[config.mk]
export PLATFORM = sky130hd
export DESIGN_NAME = speed_limit_governor
export DESIGN_NICKNAME = d
export VERILOG_FILES = /design/src/hdl/slg_pkg.sv /design/src/hdl/slg_serial.sv /design/src/hdl/speed_limit_governor.sv
export SDC_FILE = /design/constraint.sdc
export NUM_CORES = 2
export LEC_CHECK = 0
export BUFFER_PORTS_ARGS = -buffer_cell sky130_fd_sc_hd__buf_2
export CORE_MARGIN = 8
export CORE_UTILIZATION = 55
export CTS_BUF_LIST = sky130_fd_sc_hd__clkbuf_4
export DETAILED_ROUTE_END_ITERATION = 8
export PLACE_DENSITY = 0.82
export SETUP_SLACK_MARGIN = 0.2
export SYNTH_ARGS = -nofsm -noshare
export SYNTH_HDL_FRONTEND = slang
export SYNTH_SLANG_ARGS = --single-unit
[constraint.sdc]
create_clock -name clock -period 17.45 [get_ports clock]
set_input_delay 0.8725 -clock clock [delete_from_list [all_inputs] [get_ports clock]]
set_output_delay 0.8725 -clock clock [all_outputs]
set_load 0.05 [all_outputs]
[src/hdl/slg_pkg.sv]
// Shared types and constants for the speed limit governor.
`timescale 1ns / 1ps
`default_nettype none
package slg_pkg;

   // Serial arithmetic unit operations
   typedef enum logic [1:0] {
      OP_MUL  = 2'd0,
      OP_DIV  = 2'd1,
      OP_SQRT = 2'd2
   } slg_op_type;

   typedef struct packed {
      logic       start;
      slg_op_type op;
   } slg_cmd_type;

   localparam int OPA_W = 36;
   localparam int OPB_W = 21;

   // Register indexes
   localparam logic [2:0] REG_DESIRED     = 3'd0;
   localparam logic [2:0] REG_MAX_ACCEL   = 3'd1;
   localparam logic [2:0] REG_GOAL_RADIUS = 3'd2;
   localparam logic [2:0] REG_TURN_THR    = 3'd3;
   localparam logic [2:0] REG_TURN_MIN    = 3'd4;
   localparam logic [2:0] REG_CLR_RADIUS  = 3'd5;
   localparam logic [2:0] REG_CLR_MIN     = 3'd6;
   localparam logic [2:0] REG_MAX_STEP    = 3'd7;

   // Reason codes
   localparam logic [3:0] RSN_HOLD      = 4'd0;
   localparam logic [3:0] RSN_INVALID   = 4'd1;
   localparam logic [3:0] RSN_CRUISE    = 4'd2;
   localparam logic [3:0] RSN_ACCEL     = 4'd3;
   localparam logic [3:0] RSN_GOAL      = 4'd4;
   localparam logic [3:0] RSN_TURN      = 4'd5;
   localparam logic [3:0] RSN_CLEARANCE = 4'd6;
   localparam logic [3:0] RSN_STEPCAP   = 4'd7;
   localparam logic [3:0] RSN_OVERSPEED = 4'd8;

   localparam logic [19:0] US_PER_S     = 20'd1000000;
   localparam logic [15:0] HALF_PI      = 16'd16384;

endpackage
`default_nettype wire

[src/hdl/slg_serial.sv]
// Bit-serial multiply, divide and square root unit.
`timescale 1ns / 1ps
`default_nettype none
module slg_serial (
   input  wire logic                       clock,
   input  wire logic                       reset,
   input  wire slg_pkg::slg_cmd_type       cmd,
   input  wire logic [slg_pkg::OPA_W-1:0]  opa,
   input  wire logic [slg_pkg::OPB_W-1:0]  opb,
   output logic                            done,
   output logic [slg_pkg::OPA_W-1:0]       result
);
   import slg_pkg::*;

   slg_op_type        op_ff;
   logic              busy_ff, done_ff;
   logic [5:0]        cnt_ff;
   logic [35:0]       sh_ff, sh_in;
   logic [35:0]       acc_ff, acc_in;
   logic [15:0]       root_ff, root_in;
   logic [20:0]       div_ff;

   logic [21:0]       div_rs;
   logic              div_ge;
   logic [18:0]       sq_rs, sq_trial;
   logic [35:0]       mul_sum;

   always_comb begin
      div_rs   = {acc_ff[20:0], sh_ff[35]};
      div_ge   = div_rs >= {1'b0, div_ff};
      sq_rs    = {acc_ff[16:0], sh_ff[35:34]};
      sq_trial = {1'b0, root_ff, 2'b01};
      mul_sum  = {acc_ff[34:0], 1'b0} + (sh_ff[15] ? {16'd0, div_ff[19:0]} : 36'd0);
      sh_in    = sh_ff;
      acc_in   = acc_ff;
      root_in  = root_ff;
      case (op_ff)
         OP_MUL: begin
            acc_in = mul_sum;
            sh_in  = {sh_ff[34:0], 1'b0};
         end
         OP_DIV: begin
            acc_in = div_ge ? {15'd0, 21'(div_rs - {1'b0, div_ff})} : {14'd0, div_rs};
            sh_in  = {sh_ff[34:0], div_ge};
         end
         OP_SQRT: begin
            if (sq_rs >= sq_trial) begin
               acc_in  = {17'd0, sq_rs - sq_trial};
               root_in = {root_ff[14:0], 1'b1};
            end else begin
               acc_in  = {17'd0, sq_rs};
               root_in = {root_ff[14:0], 1'b0};
            end
            sh_in = {sh_ff[33:0], 2'b00};
         end
         default: ;
      endcase
   end

   always_ff @(posedge clock) begin
      if (reset) begin
         busy_ff <= 1'b0;
         done_ff <= 1'b0;
         cnt_ff  <= 6'd0;
         op_ff   <= OP_MUL;
      end else begin
         done_ff <= busy_ff && !cmd.start && (cnt_ff == 6'd1);
         if (cmd.start) begin
            op_ff   <= cmd.op;
            busy_ff <= 1'b1;
            acc_ff  <= 36'd0;
            root_ff <= 16'd0;
            div_ff  <= opb;
            case (cmd.op)
               OP_MUL: begin
                  sh_ff  <= {20'd0, opa[15:0]};
                  cnt_ff <= 6'd16;
               end
               OP_DIV: begin
                  sh_ff  <= opa;
                  cnt_ff <= 6'd36;
               end
               OP_SQRT: begin
                  sh_ff  <= {opa[31:0], 4'd0};
                  cnt_ff <= 6'd16;
               end
               default: begin
                  sh_ff  <= opa;
                  cnt_ff <= 6'd1;
               end
            endcase
         end else if (busy_ff) begin
            sh_ff   <= sh_in;
            acc_ff  <= acc_in;
            root_ff <= root_in;
            cnt_ff  <= cnt_ff - 6'd1;
            if (cnt_ff == 6'd1)
               busy_ff <= 1'b0;
         end
      end
   end

   assign done = done_ff;

   always_comb begin
      case (op_ff)
         OP_MUL:  result = acc_ff;
         OP_DIV:  result = sh_ff;
         OP_SQRT: result = {20'd0, root_ff};
         default: result = acc_ff;
      endcase
   end

endmodule
`default_nettype wire

[src/hdl/speed_limit_governor.sv]
// Speed limit governor top level: sequencer, limit logic and register file.
//
//  channel | ports            | direction | transfer when
//  --------+------------------+-----------+------------------------------
//  request | req_valid/ready  | in        | req_valid && req_ready
//  result  | rsp_valid/ready  | out       | rsp_valid && rsp_ready
//  config  | csr_we/addr/data | in        | csr_we (no wait, no read-back)
//
// One tick at a time. All products, quotients and the goal-limit root run on one
// shared bit-serial unit. The time from one request transfer to the next depends
// on how many of the goal, turn and clearance ramps are needed and whether the
// goal-limit root saturates. Hold and invalid ticks skip the unit and go straight
// to the result register. Reset is synchronous and clears the registers to their
// defaults and the kept speed to zero.
// The result register frees the datapath: a new request is taken while the
// previous result still waits; a stalled result stalls only the next finish.
`timescale 1ns / 1ps
`default_nettype none
module speed_limit_governor #(
   parameter int BRAKE_MARGIN_MM = 0,
   parameter int MIN_CMD_SPEED   = 0
) (
   input  wire logic        clock,
   input  wire logic        reset,
   // request
   input  wire logic        req_valid,
   output logic             req_ready,
   input  wire logic        req_hold,
   input  wire logic [19:0] req_goal_distance,
   input  wire logic signed [15:0] req_turn_angle,
   input  wire logic [19:0] req_clearance,
   input  wire logic        req_clearance_known,
   input  wire logic [19:0] req_time_step,
   input  wire logic [15:0] req_measured_speed,
   input  wire logic        req_measured_known,
   // result
   output logic             rsp_valid,
   input  wire logic        rsp_ready,
   output logic [15:0]      rsp_requested_speed,
   output logic [15:0]      rsp_allowed_speed,
   output logic [15:0]      rsp_target_step,
   output logic [19:0]      rsp_braking_distance,
   output logic [15:0]      rsp_goal_limit,
   output logic [15:0]      rsp_turn_limit,
   output logic [15:0]      rsp_clearance_limit,
   output logic [15:0]      rsp_step_cap_limit,
   output logic [3:0]       rsp_limit_reason,
   // configuration
   input  wire logic        csr_we,
   input  wire logic [2:0]  csr_addr,
   input  wire logic [19:0] csr_wdata
);
   import slg_pkg::*;

   localparam logic [19:0] MARGIN  = 20'(BRAKE_MARGIN_MM);
   localparam logic [15:0] MIN_SPD = 16'(MIN_CMD_SPEED);

   typedef enum logic [4:0] {
      ST_IDLE, ST_G_MUL, ST_G_SQRT, ST_R_MUL, ST_R_DIV, ST_T_MUL, ST_T_DIV,
      ST_C_MUL, ST_C_DIV, ST_S_MUL, ST_S_DIV, ST_D_MUL, ST_D_DIV, ST_DECIDE,
      ST_P_MUL, ST_P_DIV, ST_B_MUL, ST_B_DIV, ST_OUT
   } state_type;

   // configuration registers
   logic [15:0] desired_ff, accel_ff, tmin_ff, cmin_ff, max_step_ff;
   logic [19:0] goal_rad_ff, clr_rad_ff;
   logic [14:0] thr_ff;

   always_ff @(posedge clock) begin
      if (reset) begin
         desired_ff  <= 16'd0;
         accel_ff    <= 16'd1000;
         goal_rad_ff <= 20'd0;
         thr_ff      <= 15'd16384;
         tmin_ff     <= 16'd0;
         clr_rad_ff  <= 20'd0;
         cmin_ff     <= 16'd0;
         max_step_ff <= 16'd0;
      end else if (csr_we) begin
         case (csr_addr)
            REG_DESIRED:     desired_ff  <= csr_wdata[15:0];
            REG_MAX_ACCEL:   accel_ff    <= csr_wdata[15:0];
            REG_GOAL_RADIUS: goal_rad_ff <= csr_wdata;
            REG_TURN_THR:    thr_ff      <= csr_wdata[14:0];
            REG_TURN_MIN:    tmin_ff     <= csr_wdata[15:0];
            REG_CLR_RADIUS:  clr_rad_ff  <= csr_wdata;
            REG_CLR_MIN:     cmin_ff     <= csr_wdata[15:0];
            REG_MAX_STEP:    max_step_ff <= csr_wdata[15:0];
            default: ;
         endcase
      end
   end

   // control and working registers
   state_type   state_ff;
   logic        pend_ff, rsp_valid_ff;
   logic [15:0] prev_ff;
   logic [19:0] dist_ff, clr_ff, dt_ff;
   logic [15:0] ang_ff, meas_ff;
   logic        meas_known_ff, g_ramp_ff, t_need_ff, c_need_ff;
   logic [15:0] gl_ff, tl_ff, cl_ff, sc_ff, allowed_ff, req_ff, step_ff;
   logic [16:0] delta_ff;
   logic [19:0] brake_ff;
   logic [3:0]  reason_ff;

   // result register
   logic [15:0] o_req_ff, o_allowed_ff, o_step_ff, o_gl_ff, o_tl_ff, o_cl_ff, o_sc_ff;
   logic [19:0] o_brake_ff;
   logic [3:0]  o_reason_ff;

   // effective ramp floors
   logic [15:0] tmin_eff, cmin_eff;
   assign tmin_eff = (tmin_ff < desired_ff) ? tmin_ff : desired_ff;
   assign cmin_eff = (cmin_ff < desired_ff) ? cmin_ff : desired_ff;

   // request-side decode of the turn and clearance cases
   logic [16:0] ang_wide;
   logic [15:0] ang_abs, t_direct, c_direct;
   logic        t_need, c_need, g_ramp;

   always_comb begin
      ang_wide = req_turn_angle[15] ? (17'h10000 - {1'b0, req_turn_angle})
                                    : {1'b0, req_turn_angle};
      ang_abs  = ang_wide[15:0];   // most negative angle maps to pi
      t_need   = 1'b0;
      if (desired_ff == 16'd0)
         t_direct = 16'd0;
      else if (ang_abs <= {1'b0, thr_ff})
         t_direct = desired_ff;
      else if ({1'b0, thr_ff} >= HALF_PI || ang_abs >= HALF_PI)
         t_direct = tmin_eff;
      else begin
         t_direct = desired_ff;
         t_need   = 1'b1;
      end
      c_need   = 1'b0;
      c_direct = desired_ff;
      if (req_clearance_known && desired_ff != 16'd0 && clr_rad_ff != 20'd0 &&
          req_clearance < clr_rad_ff)
         c_need = 1'b1;
      g_ramp = (goal_rad_ff != 20'd0) && (req_goal_distance < goal_rad_ff);
   end

   // serial unit
   slg_cmd_type  cmd;
   logic [35:0]  opa, res;
   logic [20:0]  opb;
   logic         unit_done;

   slg_serial u_serial (
      .clock  (clock),
      .reset  (reset),
      .cmd    (cmd),
      .opa    (opa),
      .opb    (opb),
      .done   (unit_done),
      .result (res)
   );

   logic [19:0] rem_dist;
   assign rem_dist = (dist_ff > MARGIN) ? (dist_ff - MARGIN) : 20'd0;

   always_comb begin
      cmd.op = OP_MUL;
      opa    = 36'd0;
      opb    = 21'd0;
      case (state_ff)
         ST_G_MUL: begin
            opa = {20'd0, accel_ff};
            opb = {1'b0, rem_dist};
         end
         ST_G_SQRT: begin
            cmd.op = OP_SQRT;
            opa    = {res[34:0], 1'b0};
         end
         ST_R_MUL: begin
            opa = {20'd0, desired_ff};
            opb = {1'b0, dist_ff};
         end
         ST_R_DIV: begin
            cmd.op = OP_DIV;
            opa    = res;
            opb    = {1'b0, goal_rad_ff};
         end
         ST_T_MUL: begin
            opa = {20'd0, desired_ff - tmin_eff};
            opb = {5'd0, ang_ff - {1'b0, thr_ff}};
         end
         ST_T_DIV: begin
            cmd.op = OP_DIV;
            opa    = res;
            opb    = {5'd0, HALF_PI - {1'b0, thr_ff}};
         end
         ST_C_MUL: begin
            opa = {20'd0, desired_ff - cmin_eff};
            opb = {1'b0, clr_ff};
         end
         ST_C_DIV: begin
            cmd.op = OP_DIV;
            opa    = res;
            opb    = {1'b0, clr_rad_ff};
         end
         ST_S_MUL: begin
            opa = {20'd0, max_step_ff};
            opb = {1'b0, US_PER_S};
         end
         ST_S_DIV: begin
            cmd.op = OP_DIV;
            opa    = res;
            opb    = {1'b0, dt_ff};
         end
         ST_D_MUL: begin
            opa = {20'd0, accel_ff};
            opb = {1'b0, dt_ff};
         end
         ST_D_DIV, ST_P_DIV: begin
            cmd.op = OP_DIV;
            opa    = res;
            opb    = {1'b0, US_PER_S};
         end
         ST_P_MUL: begin
            opa = {20'd0, req_ff};
            opb = {1'b0, dt_ff};
         end
         ST_B_MUL: begin
            opa = {20'd0, req_ff};
            opb = {5'd0, req_ff};
         end
         ST_B_DIV: begin
            cmd.op = OP_DIV;
            opa    = res;
            opb    = {4'd0, accel_ff, 1'b0};
         end
         default: ;
      endcase
      cmd.start = (state_ff != ST_IDLE) && (state_ff != ST_DECIDE) &&
                  (state_ff != ST_OUT) && !pend_ff;
   end

   // skip chain for the optional ramps
   state_type after_t, after_r, after_g;
   assign after_t = c_need_ff ? ST_C_MUL : ST_S_MUL;
   assign after_r = t_need_ff ? ST_T_MUL : after_t;
   assign after_g = g_ramp_ff ? ST_R_MUL : after_r;

   // limit selection, accel ramp, floor, overspeed and step cap
   logic [15:0] allowed_c, req_c, diff_c, back_c, safe_c, m1, m2;
   logic [3:0]  reason_c;
   logic [17:0] over_lim;

   always_comb begin
      allowed_c = desired_ff;
      reason_c  = RSN_CRUISE;
      if (gl_ff < allowed_c) begin
         allowed_c = gl_ff;
         reason_c  = RSN_GOAL;
      end
      if (tl_ff < allowed_c) begin
         allowed_c = tl_ff;
         reason_c  = RSN_TURN;
      end
      if (cl_ff < allowed_c) begin
         allowed_c = cl_ff;
         reason_c  = RSN_CLEARANCE;
      end

      if (allowed_c >= prev_ff) begin
         diff_c = allowed_c - prev_ff;
         req_c  = ({1'b0, diff_c} <= delta_ff) ? allowed_c : (prev_ff + delta_ff[15:0]);
      end else begin
         diff_c = prev_ff - allowed_c;
         req_c  = ({1'b0, diff_c} <= delta_ff) ? allowed_c : (prev_ff - delta_ff[15:0]);
      end
      if (prev_ff < allowed_c && req_c < allowed_c)
         reason_c = RSN_ACCEL;

      m1     = (MIN_SPD < desired_ff) ? MIN_SPD : desired_ff;
      m2     = (allowed_c < sc_ff) ? allowed_c : sc_ff;
      safe_c = (m1 < m2) ? m1 : m2;
      if (MIN_SPD != 16'd0 && req_c != 16'd0 && allowed_c != 16'd0 && sc_ff != 16'd0 &&
          safe_c > req_c)
         req_c = safe_c;

      if (allowed_c < req_c)
         req_c = allowed_c;

      over_lim = {2'b00, allowed_c} + {1'b0, delta_ff};
      back_c   = ({1'b0, allowed_c} > delta_ff) ? (allowed_c - delta_ff[15:0]) : 16'd0;
      if (meas_known_ff && {2'b00, meas_ff} > over_lim) begin
         if (back_c < req_c)
            req_c = back_c;
         reason_c = RSN_OVERSPEED;
      end

      if (sc_ff < req_c) begin
         req_c    = sc_ff;
         reason_c = RSN_STEPCAP;
      end
   end

   // result register load: the slot is empty or drains this cycle
   logic out_fire;
   assign out_fire = (state_ff == ST_OUT) && (!rsp_valid_ff || rsp_ready);

   // sequencer
   always_ff @(posedge clock) begin
      if (reset) begin
         state_ff     <= ST_IDLE;
         pend_ff      <= 1'b0;
         rsp_valid_ff <= 1'b0;
         prev_ff      <= 16'd0;
      end else begin
         if (out_fire)
            rsp_valid_ff <= 1'b1;
         else if (rsp_ready)
            rsp_valid_ff <= 1'b0;
         if (cmd.start)
            pend_ff <= 1'b1;
         case (state_ff)
            ST_IDLE: begin
               if (req_valid) begin
                  dist_ff       <= req_goal_distance;
                  clr_ff        <= req_clearance;
                  dt_ff         <= req_time_step;
                  ang_ff        <= ang_abs;
                  meas_ff       <= req_measured_speed;
                  meas_known_ff <= req_measured_known;
                  g_ramp_ff     <= g_ramp;
                  t_need_ff     <= t_need;
                  c_need_ff     <= c_need;
                  if (req_hold || accel_ff == 16'd0 || req_time_step == 20'd0) begin
                     gl_ff      <= 16'd0;
                     tl_ff      <= 16'd0;
                     cl_ff      <= 16'd0;
                     sc_ff      <= 16'd0;
                     allowed_ff <= 16'd0;
                     req_ff     <= 16'd0;
                     step_ff    <= 16'd0;
                     brake_ff   <= 20'd0;
                     reason_ff  <= req_hold ? RSN_HOLD : RSN_INVALID;
                     state_ff   <= ST_OUT;
                  end else begin
                     tl_ff    <= t_direct;
                     cl_ff    <= c_direct;
                     state_ff <= ST_G_MUL;
                  end
               end
            end
            ST_DECIDE: begin
               allowed_ff <= allowed_c;
               req_ff     <= req_c;
               reason_ff  <= reason_c;
               state_ff   <= ST_P_MUL;
            end
            ST_OUT: begin
               if (out_fire) begin
                  o_req_ff     <= req_ff;
                  o_allowed_ff <= allowed_ff;
                  o_step_ff    <= step_ff;
                  o_brake_ff   <= brake_ff;
                  o_gl_ff      <= gl_ff;
                  o_tl_ff      <= tl_ff;
                  o_cl_ff      <= cl_ff;
                  o_sc_ff      <= sc_ff;
                  o_reason_ff  <= reason_ff;
                  prev_ff      <= req_ff;
                  state_ff     <= ST_IDLE;
               end
            end
            default: begin
               if (pend_ff && unit_done) begin
                  pend_ff <= 1'b0;
                  case (state_ff)
                     ST_G_MUL: begin
                        // root saturates once 2*a*d reaches 2^32
                        if (res[35:31] != 5'd0) begin
                           gl_ff    <= 16'hFFFF;
                           state_ff <= after_g;
                        end else begin
                           state_ff <= ST_G_SQRT;
                        end
                     end
                     ST_G_SQRT: begin
                        gl_ff    <= res[15:0];
                        state_ff <= after_g;
                     end
                     ST_R_MUL: state_ff <= ST_R_DIV;
                     ST_R_DIV: begin
                        if (res[15:0] < gl_ff)
                           gl_ff <= res[15:0];
                        state_ff <= after_r;
                     end
                     ST_T_MUL: state_ff <= ST_T_DIV;
                     ST_T_DIV: begin
                        tl_ff    <= desired_ff - res[15:0];
                        state_ff <= after_t;
                     end
                     ST_C_MUL: state_ff <= ST_C_DIV;
                     ST_C_DIV: begin
                        cl_ff    <= cmin_eff + res[15:0];
                        state_ff <= ST_S_MUL;
                     end
                     ST_S_MUL: state_ff <= ST_S_DIV;
                     ST_S_DIV: begin
                        sc_ff    <= (res[35:16] != 20'd0) ? 16'hFFFF : res[15:0];
                        state_ff <= ST_D_MUL;
                     end
                     ST_D_MUL: state_ff <= ST_D_DIV;
                     ST_D_DIV: begin
                        delta_ff <= res[16:0];
                        state_ff <= ST_DECIDE;
                     end
                     ST_P_MUL: state_ff <= ST_P_DIV;
                     ST_P_DIV: begin
                        step_ff  <= (res[35:16] != 20'd0) ? 16'hFFFF : res[15:0];
                        state_ff <= ST_B_MUL;
                     end
                     ST_B_MUL: state_ff <= ST_B_DIV;
                     ST_B_DIV: begin
                        brake_ff <= (res[35:20] != 16'd0) ? 20'hFFFFF : res[19:0];
                        state_ff <= ST_OUT;
                     end
                     default: state_ff <= ST_IDLE;
                  endcase
               end
            end
         endcase
      end
   end

   assign req_ready            = (state_ff == ST_IDLE);
   assign rsp_valid            = rsp_valid_ff;
   assign rsp_requested_speed  = o_req_ff;
   assign rsp_allowed_speed    = o_allowed_ff;
   assign rsp_target_step      = o_step_ff;
   assign rsp_braking_distance = o_brake_ff;
   assign rsp_goal_limit       = o_gl_ff;
   assign rsp_turn_limit       = o_tl_ff;
   assign rsp_clearance_limit  = o_cl_ff;
   assign rsp_step_cap_limit   = o_sc_ff;
   assign rsp_limit_reason     = o_reason_ff;

endmodule
`default_nettype wire

==> results.toml <==
[clock_network]
numCtsBuffers = 175
clock_sinks = 661
worstSkewPairLatency_ps = 1160
htree_levels = 4
cts_tree = "yes"
cts_root_buffer = "clkbuf_4"
clkTransAtPathRegs_ps = 60
cts_max_path_buffers = 3

[sta]
worstMarginPinSlew_ps = 1410
fin_tns_setup_ps = 0
max_freq_ghz = 0.0608
drv_slew = 0
rsz0062_at_grt = "no"
timing.clock.skew_ps = 88.1
min_period_ps = 16460
slew_headroom = 0.0484
fin_crit_sh = 0.943
hold_violations = 0
setup_violations = 0

[yosys]
synthFlopType = "edfxtp_1"
synth_top_area_share = 0.333
synth_edf_count = 493
synth_nets = 5419
postSynthCellCount = 4832
yosys_register_bits = 661
async_reset_ff_frac = 0
ys_types = 101
netlist_area_um2 = 44500
seq_area_frac_synth = 0.408
yosysTopAreaCell = "edfxtp_1"
syn_avg_cell_area_um2 = 9.21
post-synth-top-count-cell = "nand2_1"
synth.yosys.warnings = 0
synth_common_cells = "nand2_1 (559), a21oi_1 (522), edfxtp_1 (493)"
yosys-top-cells-area = "edfxtp_1 (33%), ha_1 (13%), dfxtp_1 (7.6%)"

[grt]
grt_max_degree = 92
overflow = 0
grt_pass1_wl_um = 247000
grt_pass1_vias = 40046
grtUsageTotal = 0.358
antenna_found_initial = 17

[pwr]
max-vdd-ir-drop_v = 0.000153
power_uw = 11400
p_per_area_nw_per_um2 = 225
power.leakage_uw = 0.0205

[setup_path]
r2r_cells = 83
critPathMostFrequentCell = "a21oi_1"
slowest_delay_ps = 620
crit_type = "reg2reg"
worstReg2RegEnd = "req_ff[14]"
startpoint_type = "flip-flop"
timing.rr.start = "gl_ff[9]"
reg2reg_slack_ps = 1000
setup.worst_path.end_class = "flip-flop"
critPathMaxFanout = 17
critPathRequiredTime_ps = 18310
cp.arrival_ps = 17310
critical-path-slowest-cell = "nor3_1"

[floorplanning]
design.die.area_um2 = 90300
die_w_um = 300
ioPinCount = 261
fp.coreArea_um2 = 80300
rows = 104
start_util = 0.554
die_y_um = 300

[flow_run]
drv_cap = 0

[detailed_routing]
drc = 0
ant_nets = 0
drt-pass1-iter-count = 9
via_per_inst = 6.44
wl_per_cell_um = 26.0
vias = 41711
drtIter0Drc = 5281
drt_wl_total_um = 169000

[hold_path]
min_path_type = "in2reg"
hold_end = "goal_rad_ff[13]"
hold_depth = 3
worstHoldStart = "csr_wdata[13]"

[place]
place_hpwl_um = 124000
port_buffers = 260
gp_congestion = 1.06

[final_layout]
area_growth_pct = 14.2
layout-drive-gt1-share = 0.150
layout.nets = 5851

[outcome]
status = "completed"
## state kept, by name, summed over array words and instances (netlist names), 17 cells and up
signal,flops
u_serial.acc_ff,36
u_serial.sh_ff,36
brake_ff,20
clr_ff,20
clr_rad_ff,20
dist_ff,20
dt_ff,20
goal_rad_ff,20
rsp_braking_distance,20
u_serial.div_ff,20
delta_ff,17
## per-layer routing
layer,GRT usage,routed length [µm]
met2,0.560,74200
met1,0.428,60600
met5,0,23
met4,0.256,14200
met3,0.0894,19500
## layout make-up
class,count,area [µm²]
inverters,342,1290
diodes,13,32.5
multi-input cells,3597,24500
fillers,6585,29500
clock buffers,240,1800
well taps,1060,1330
clock inverters,74,439
repair buffers,487,3230
flip-flops and latches,661,18200
## worst max path at each step
stage / start / to / slack (ps) / depth (start not counted)
after floorplan: c_direct[2] / req_ff[0] / 230 / 95
after global placement: gl_ff[14] / req_ff[14] / 210 / 85
after detailed placement: gl_ff[14] / req_ff[14] / -110 / 85
after CTS: gl_ff[5] / req_ff[14] / 230 / 86
after global routing: gl_ff[14] / req_ff[14] / 150 / 87
final: gl_ff[9] / req_ff[14] / 1000 / 83
## through the flow
stage               setup slack, ps  hold WS [ps]  cells  instance area (µm²)  utilization
floorplan                       235           400   4832                44500            -
global route                    152          99.4   6467                50800        0.633
CTS                             225          33.3   6443                50400        0.628
global placement                212           401   6047                47300        0.589
finish                          995          85.8   6474                50800        0.633
detailed placement             -109           405   6047                47300        0.589
## cell usage in the layout, fill, tap and decap left out, drive strengths merged, types with 56 or more instances in the layout
cell type,instances
a21o,125
a21oi,523
a221oi,94
a22oi,79
buf,405
clkbuf,240
clkinv,64
dfxtp,168
dlygate4sd3,82
edfxtp,493
ha,452
inv,346
nand2,561
nand3,79
nor2,341
nor2b,56
nor3,79
o21ai,272
xnor2,153
xor2,56
## kinds of logic after synthesis
group	Yosys count	synth area share
and+or+nand+nor	1414	0.146
DFF	661	0.408
buffers and inverters	575	0.0498
adders and majority gates	465	0.133
muxes	61	0.0145
AOI/OAI and AO/OA	1447	0.208
xor gates and xnor gates	209	0.0411
## power by group
part / switching (µW) / internal, µW
registers: 292 / 2150
logic: 4710 / 2890
clock network: 698 / 703
## worst max-delay path: cells and delay by family (launching register included)
family | cells | cell delay, ps
buffers and inverters | 10 | 1840
AOI/OAI and AO/OA | 37 | 6530
muxes | 2 | 510
and+or+nand+nor | 25 | 4110
xor gates and xnor gates | 1 | 160
adders and majority gates | 8 | 2550
DFF | 1 | 430
## repair_timing
item | CTS | global route
pin swaps | 0 | 16
setup buffers | 0 | 16
resized for setup | 10 | 67
hold buffers | 82 | 0
setup endpoints to repair | 20 | 20
endpoints found under the hold margin | 86 | 0
cloned | 0 | 2
No activity file was read; power rests on OpenSTA's default activity.
